`src/hw/rtl/pal_pkg.sv`:
```
// pal_pkg: shared types and constants for the positional array list
// request/result payload structs, operation and status codes, controller commands
// no dependencies

package pal_pkg;

	localparam int CAPACITY = 16;
	localparam int ELEM_W   = 32;
	localparam int POS_W    = 4;
	localparam int FILL_W   = 5;

	// operation codes
	localparam logic [1:0] OP_INSERT = 2'd0;
	localparam logic [1:0] OP_APPEND = 2'd1;
	localparam logic [1:0] OP_DELETE = 2'd2;
	localparam logic [1:0] OP_READ   = 2'd3;

	// result status codes
	localparam logic [1:0] ST_OK     = 2'd0;
	localparam logic [1:0] ST_FULL   = 2'd1;
	localparam logic [1:0] ST_BADPOS = 2'd2;

	typedef struct packed {
		logic [1:0]              func;
		logic [POS_W-1:0]        position;
		logic signed [ELEM_W-1:0] item;
	} req_t;

	typedef struct packed {
		logic signed [ELEM_W-1:0] data;
		logic [1:0]              status;
		logic [FILL_W-1:0]       count;
		logic                    empty_res;
		logic                    full_res;
	} rsp_t;

	// controller to datapath commands
	typedef struct packed {
		logic load_req;
		logic exec;
	} cmd_t;

endpackage

```
`src/hw/rtl/pal_ctrl.sv`:
```
// pal_ctrl: controller state machine for the positional array list
// sequences request capture, execution and the result valid flag
// depends on pal_pkg

module pal_ctrl (
	input  logic          clk,
	input  logic          arst_n,
	input  logic          req_valid,
	output logic          req_ready,
	output logic          rsp_valid,
	input  logic          rsp_ready,
	output pal_pkg::cmd_t cmd
);

	typedef enum logic [1:0] {
		S_IDLE = 2'b01,
		S_EXEC = 2'b10
	} state_t;

	state_t state_q, state_d;
	logic   rsp_valid_q;
	logic   slot_free;

	assign slot_free = !rsp_valid_q || rsp_ready;
	assign req_ready = (state_q == S_IDLE);
	assign rsp_valid = rsp_valid_q;

	always_comb begin
		state_d      = state_q;
		cmd.load_req = 1'b0;
		cmd.exec     = 1'b0;
		case (state_q)
			S_IDLE: begin
				if (req_valid) begin
					cmd.load_req = 1'b1;
					state_d      = S_EXEC;
				end
			end
			S_EXEC: begin
				// wait for the result register to free up
				if (slot_free) begin
					cmd.exec = 1'b1;
					state_d  = S_IDLE;
				end
			end
			default: begin
				state_d = S_IDLE;
			end
		endcase
	end

	always_ff @(posedge clk or negedge arst_n) begin
		if (!arst_n) begin
			state_q     <= S_IDLE;
			rsp_valid_q <= 1'b0;
		end else begin
			state_q <= state_d;
			if (cmd.exec) begin
				rsp_valid_q <= 1'b1;
			end else if (rsp_ready) begin
				rsp_valid_q <= 1'b0;
			end
		end
	end

endmodule

```
`src/hw/rtl/pal_datapath.sv`:
```
// pal_datapath: request register, row of list cells, fill count and result register
// every cell picks its neighbor, the new item or itself
// depends on pal_pkg

module pal_datapath (
	input  logic          clk,
	input  logic          arst_n,
	input  pal_pkg::cmd_t cmd,
	input  pal_pkg::req_t req,
	output pal_pkg::rsp_t rsp
);

	pal_pkg::req_t req_s1;
	pal_pkg::rsp_t rsp_q;
	pal_pkg::rsp_t rsp_d;

	logic [pal_pkg::ELEM_W-1:0] cells_q [pal_pkg::CAPACITY];
	logic [pal_pkg::ELEM_W-1:0] cells_d [pal_pkg::CAPACITY];
	logic [pal_pkg::FILL_W-1:0] fill_q, fill_d;

	logic [pal_pkg::FILL_W-1:0] pos_w;
	logic                       is_full;
	logic                       ins_ok, app_ok, del_ok, rd_ok;
	logic [pal_pkg::ELEM_W-1:0] sel_entry;

	assign pos_w     = {1'b0, req_s1.position};
	assign is_full   = (fill_q == pal_pkg::FILL_W'(pal_pkg::CAPACITY));
	assign sel_entry = cells_q[req_s1.position];

	assign ins_ok = (req_s1.func == pal_pkg::OP_INSERT) && !is_full && (pos_w <= fill_q);
	assign app_ok = (req_s1.func == pal_pkg::OP_APPEND) && !is_full;
	assign del_ok = (req_s1.func == pal_pkg::OP_DELETE) && (pos_w < fill_q);
	assign rd_ok  = (req_s1.func == pal_pkg::OP_READ) && (pos_w < fill_q);

	always_comb begin
		for (int i = 0; i < pal_pkg::CAPACITY; i++) begin
			cells_d[i] = cells_q[i];
			if (ins_ok) begin
				if (pal_pkg::FILL_W'(i) == pos_w) begin
					cells_d[i] = req_s1.item;
				end else if (i > 0 && pal_pkg::FILL_W'(i) > pos_w
				             && pal_pkg::FILL_W'(i) <= fill_q) begin
					cells_d[i] = cells_q[(i > 0) ? i - 1 : 0];
				end
			end else if (app_ok) begin
				if (pal_pkg::FILL_W'(i) == fill_q) begin
					cells_d[i] = req_s1.item;
				end
			end else if (del_ok) begin
				if (i < pal_pkg::CAPACITY - 1 && pal_pkg::FILL_W'(i) >= pos_w
				    && pal_pkg::FILL_W'(i + 1) < fill_q) begin
					cells_d[i] = cells_q[(i < pal_pkg::CAPACITY - 1) ? i + 1 : i];
				end
			end
		end
	end

	always_comb begin
		fill_d       = fill_q;
		rsp_d.data   = '0;
		rsp_d.status = pal_pkg::ST_OK;
		case (req_s1.func)
			pal_pkg::OP_INSERT: begin
				if (is_full) begin
					rsp_d.status = pal_pkg::ST_FULL;
				end else if (!ins_ok) begin
					rsp_d.status = pal_pkg::ST_BADPOS;
				end else begin
					fill_d = fill_q + 1'b1;
				end
			end
			pal_pkg::OP_APPEND: begin
				if (is_full) begin
					rsp_d.status = pal_pkg::ST_FULL;
				end else begin
					fill_d = fill_q + 1'b1;
				end
			end
			pal_pkg::OP_DELETE: begin
				if (del_ok) begin
					rsp_d.data = sel_entry;
					fill_d     = fill_q - 1'b1;
				end else begin
					rsp_d.status = pal_pkg::ST_BADPOS;
				end
			end
			default: begin
				if (rd_ok) begin
					rsp_d.data = sel_entry;
				end else begin
					rsp_d.status = pal_pkg::ST_BADPOS;
				end
			end
		endcase
		rsp_d.count     = fill_d;
		rsp_d.empty_res = (fill_d == '0);
		rsp_d.full_res  = (fill_d == pal_pkg::FILL_W'(pal_pkg::CAPACITY));
	end

	always_ff @(posedge clk or negedge arst_n) begin
		if (!arst_n) begin
			fill_q <= '0;
		end else if (cmd.exec) begin
			fill_q <= fill_d;
		end
	end

	always_ff @(posedge clk) begin
		if (cmd.load_req) begin
			req_s1 <= req;
		end
		if (cmd.exec) begin
			cells_q <= cells_d;
			rsp_q   <= rsp_d;
		end
	end

	assign rsp = rsp_q;

endmodule

```
`src/hw/rtl/positional_array_list_core.sv`:
```
// positional_array_list_core: top level of the positional array list
// joins the controller (pal_ctrl) and the datapath (pal_datapath); uses pal_pkg

// A bounded ordered list of 16 signed 32-bit entries with insert at a
// position, append, delete at a position and read. Each request transfer on
// req gives exactly one result transfer on rsp carrying the data (the entry
// read or removed, zero otherwise), a status (ok, full, bad position), the
// entry count after the operation and empty/full flags. Refused requests
// leave the list unchanged. A request is captured in the request register;
// then, once the result register is free, the whole row of cells shifts
// and the result register loads. No new request is taken until the
// captured one has executed, but one is taken while an earlier result
// still waits in the result register; execution stalls only while that
// register is occupied and not being drained. No clearing pass follows
// reset: the count resets to zero and cells are only read below the count.

module positional_array_list_core (
	input  logic          clk,
	input  logic          arst_n,
	input  logic          req_valid,
	output logic          req_ready,
	input  pal_pkg::req_t req,
	output logic          rsp_valid,
	input  logic          rsp_ready,
	output pal_pkg::rsp_t rsp
);

	// command bundle from controller to datapath
	pal_pkg::cmd_t cmd;

	// sequencing: capture, execute when the result slot is free, hold valid
	pal_ctrl u_ctrl (
		.clk       (clk),
		.arst_n    (arst_n),
		.req_valid (req_valid),
		.req_ready (req_ready),
		.rsp_valid (rsp_valid),
		.rsp_ready (rsp_ready),
		.cmd       (cmd)
	);

	// list cells, fill count and result register
	pal_datapath u_dp (
		.clk    (clk),
		.arst_n (arst_n),
		.cmd    (cmd),
		.req    (req),
		.rsp    (rsp)
	);

`ifndef SYNTH
	// execution never overwrites a result that has not been transferred
	a_no_overwrite: assert property (@(posedge clk) disable iff (!arst_n)
		cmd.exec |-> (!rsp_valid || rsp_ready))
		else $error("result overwritten before transfer");

	// count never exceeds capacity
	a_count_range: assert property (@(posedge clk) disable iff (!arst_n)
		rsp_valid |-> (rsp.count <= pal_pkg::FILL_W'(pal_pkg::CAPACITY)))
		else $error("count above capacity");

	// flags agree with the count
	a_flags: assert property (@(posedge clk) disable iff (!arst_n)
		rsp_valid |-> ((rsp.empty_res == (rsp.count == '0)) &&
		(rsp.full_res == (rsp.count == pal_pkg::FILL_W'(pal_pkg::CAPACITY)))))
		else $error("empty/full flags disagree with count");

	// refused requests carry zero data
	a_refused_zero: assert property (@(posedge clk) disable iff (!arst_n)
		(rsp_valid && rsp.status != pal_pkg::ST_OK) |-> (rsp.data == '0))
		else $error("refused request returned data");
`endif

endmodule
```
`config.mk`:
```
export PLATFORM = sky130hd
export DESIGN_NAME = positional_array_list_core
export DESIGN_NICKNAME = d
export VERILOG_FILES = /design/src/hw/rtl/pal_pkg.sv /design/src/hw/rtl/pal_ctrl.sv /design/src/hw/rtl/pal_datapath.sv /design/src/hw/rtl/positional_array_list_core.sv
export SDC_FILE = /design/constraint.sdc
export NUM_CORES = 2
export LEC_CHECK = 0
export BUFFER_PORTS_ARGS = -buffer_cell sky130_fd_sc_hd__buf_2
export CORE_MARGIN = 2
export CORE_UTILIZATION = 30
export CTS_CLUSTER_DIAMETER = 100
export DETAILED_ROUTE_END_ITERATION = 10
export HOLD_SLACK_MARGIN = 0.08
export MAX_ROUTING_LAYER = met4
export SLEW_MARGIN = 20
export SYNTH_ARGS = -nofsm -noshare
export SYNTH_HDL_FRONTEND = slang
export SYNTH_HIERARCHICAL = 1
export SYNTH_SLANG_ARGS = --single-unit
```
`constraint.sdc`:
```
create_clock -name clk -period 11.3 [get_ports clk]
set_input_delay 2.825 -clock clk [delete_from_list [all_inputs] [get_ports clk]]
set_output_delay 2.825 -clock clk [all_outputs]
set_load 0.05 [all_outputs]
```
==> impl_metrics.toml <==
[sta]
fin_crit_sh_pct = 53.8
max_freq_ghz = 0.164
rsz0062_at_grt = "no"
fin_worst_skew_ps = 23.3
drv_slew = 0
fin_crit_ps = 6080
tns_ps = 0
hold_violations = 0
worst_pin_slew_ps = 1260
finalSetupViolCount = 0
max_slew_margin_pct = 16.2

[power]
combPwrFrac_pct = 25.7
clkPwrFrac_pct = 32.9
p_int_mw = 4.50
leakagePower_nw = 13.1
seq_power_share_pct = 41.4
p_per_area_nw_per_um2 = 186
switching_share_pct = 32.5
max-vdd-ir-drop_mv = 0.119
power.switching_mw = 2.16

[status]
failed_checks = "DRC"
outcome = "finished with violations"

[setup_path]
reg2reg_from = "u_dp/fill_q[2]$_DFFE_PN0P_"
worstSetupPathType = "input pin to flip-flop"
worstPathMaxFanout = 48
crit_path_start = "rsp_ready"
endpoint = "u_dp/cells_q[444]$_DFFE_PP_"
cp.arrival_ps = 6350
r2r-end = "u_dp/cells_q[500]$_DFFE_PP_"
cp.required_ps = 11560
cp-end-kind = "flip-flop"
r2r_slack_ps = 5720
ff2ff_path_depth = 10
start_kind = "input pin"

[synthesis]
synthFlopType = "edfxtp_1"
synthCells = 2343
synthesis.area_um2 = 31700
synth_nets = 2394
synth_seq_cells = 599
syn_area_per_cell_um2 = 13.6
ys_types = 66
async_flop_share_pct = 1.34
synth_edf_count = 591
yosysSeqAreaShare_pct = 56.5
yosysWarnings = 6

[floorplanning]
die_y_um = 329
core_area_um2 = 105000
rows = 119
die_w_um = 329
die-area_um2 = 108000
ios = 85
start_util_pct = 30.2

[grt]
grt_first_pass_wirelength_um = 149000
grt_antenna_before_repair = 3
grt_pass1_vias = 21783
met3_usage_pct = 2.90
grt_start_max_net_pins = 249
grt_busiest_layer = "met2"
grt_usage_pct = 18.8
grt_overflow_total = 0
grtUsageMet1_pct = 25.3
use_met2_pct = 29.3

[cts]
holdBufCountCts = 0
clock-sinks = 599
htree_num_levels = 3
clkTransAtPathRegs_ps = 60
clockRootBuffer = "clkbuf_16"
ctsResizeCount = 0
clock_path_buffers = 3
cts_setup_buffers = 0
cts_buffers = 71
cts_tree = "built"
clkLatencyLatePin_ps = 630

[cells_and_area]
drive_gt1_share_pct = 20.9
syn2layout_area_growth_pct = 13.0
fin_cells = 3761
nets = 2363
layout.filler_cells = 10274

[job]
cap_violations = 0

[routing]
dr.pass1.iters = 11
drcViolationCount = 2
routed-via-count = 22808
wl_um = 102000
routed_via_density = 6.06
postRouteAntennaNets = 0
drt_iter0_drc = 5239
wl_per_cell_um = 27.1

[hold_path]
hold_path.class = "flip-flop to flip-flop"

[placement]
hpwl_um = 56400
place_congestion = 0.820
place_inst = 3630
io_buffers = 84
## cell usage in the layout (no fill, tap or decap), types with 4 or more instances in the layout
master and count:
clkinv_1 17, o21ai_0 16, nand2_1 134, nand2b_1 8, edfxtp_1 591, a21oi_1 21
mux4_2 160, nand4_1 5, a31oi_1 11, nor3_2 5, nor3b_2 5, buf_2 84
mux2_2 35, nor2_1 23, dfrtp_1 7, o22ai_1 4, nor2b_1 10, or3_1 5
and2_1 95, inv_6 4, and2_0 5, a222oi_1 352, nand3_1 5, ha_1 9
o31ai_4 13, clkinv_2 9, inv_1 360, buf_4 62, a221o_1 96, nor3_1 7
clkbuf_1 19, clkbuf_16 72, and3_1 37, a21oi_4 6, a21o_1 4
## how the worst min path moves through the flow
stage / startpoint / end / slack (ps) / depth (start not counted)
2_1_floorplan: u_dp/cells_q[0]$_DFFE_PP_ / u_dp/cells_q[32]$_DFFE_PP_ / 520 / 2
3_3_place_gp: u_dp/cells_q[27]$_DFFE_PP_ / u_dp/cells_q[59]$_DFFE_PP_ / 540 / 2
3_5_place_dp: u_ctrl/rsp_valid$_DFFE_PN0P_ / u_ctrl/rsp_valid$_DFFE_PN0P_ / 540 / 2
4_1_cts: u_dp/cells_q[27]$_DFFE_PP_ / u_dp/cells_q[59]$_DFFE_PP_ / 560 / 2
5_1_grt: u_dp/cells_q[20]$_DFFE_PP_ / u_dp/cells_q[52]$_DFFE_PP_ / 590 / 2
6_report: u_ctrl/rsp_valid$_DFFE_PN0P_ / u_ctrl/rsp_valid$_DFFE_PN0P_ / 550 / 2
## flip-flops by register name (all words and copies together), names as in the netlist
register and count:
u_dp/cells_q 512, u_dp/rsp 41, u_dp/req_s1 34, u_dp/fill_q 5, u_dp/pos_w 4, u_ctrl/state_q 2
u_ctrl/rsp_valid 1
## metal layers
layer | up-vias | share of wire (%)
li1 | 9548 | -
met1 | 11565 | 39
met2 | 1521 | 47
met3 | 174 | 11
met4 | 0 | 2.5
met5 | - | 0
## kinds of logic (layout without fill, tap and decap cells)
kind of cell | Yosys count | after routing | share of synthesized area [%]
other cells | 0 | 3 | 0
xor+xnor | 3 | 3 | 0.0828
compound gates | 558 | 558 | 16.6
fa+ha+maj | 9 | 9 | 0.355
flops | 599 | 599 | 56.5
simple gates | 364 | 364 | 5.95
buf+inv | 613 | 637 | 7.78
mux | 197 | 197 | 12.7
## critical path, stage by stage
cell and delay, ps:
buf_2 70, nand2b_1 150, nor2b_4 150, buf_4 620, inv_1 360, or3_1 770, a311o_1 430, a21oi_4 440
buf_4 470
## power groups by stage
stage | Sequential (mW) | Combinational [mW] | Clock (mW)
after floorplan | 2.76 | 1.19 | 0
after global placement | 2.80 | 1.66 | 0
after detailed placement | 2.80 | 1.69 | 0
after CTS | 2.75 | 1.69 | 2.25
after global routing | 2.77 | 1.84 | 2.34
final | 2.76 | 1.71 | 2.20
## synth_stat cells (11+ instances only)
cell type | count | area [µm²]
edfxtp_1 | 591 | 17700
inv_1 | 360 | 1350
a222oi_1 | 352 | 3520
clkbuf_1 | 161 | 604
mux4_2 | 160 | 3600
nand2_1 | 136 | 510
a221o_1 | 96 | 961
and2_1 | 96 | 601
buf_2 | 61 | 305
and3_1 | 37 | 231
mux2_2 | 35 | 394
a21oi_1 | 27 | 135
nor2_1 | 24 | 90.1
buf_1 | 16 | 60.1
o21ai_0 | 16 | 80.1
nor3_1 | 12 | 60.1
a31oi_1 | 11 | 68.8
buf_6 | 11 | 124
nor2b_1 | 11 | 68.8
## layout make-up
class / instances / area (µm²) / area share [%]
clock inverters: 37 / 307 / 0.854
repair buffers: 148 / 926 / 2.58
inverters: 361 / 1360 / 3.78
clock buffers: 91 / 1870 / 5.22
diodes: 3 / 7.51 / 0.0209
multi-input cells: 1131 / 11700 / 32.7
flip-flops and latches: 599 / 17900 / 50.0
well taps: 1391 / 1740 / 4.85
## metrics by stage
| stage | hold WS, ps | power, mW | setup slack [ps] | util [%] | cell area (µm²) |
|---|---|---|---|---|---|
| after floorplan | 522 | 3.96 | -254 | - | 31700 |
| after global placement | 535 | 4.46 | 4570 | 32.1 | 33700 |
| after detailed placement | 540 | 4.49 | 4570 | 32.1 | 33700 |
| after CTS | 559 | 6.69 | 5210 | 34.1 | 35900 |
| after global routing | 587 | 6.95 | 5100 | 34.1 | 35900 |
| final | 555 | 6.67 | 5220 | 34.1 | 35900 |
No activity file was read; power rests on OpenSTA's default activity.
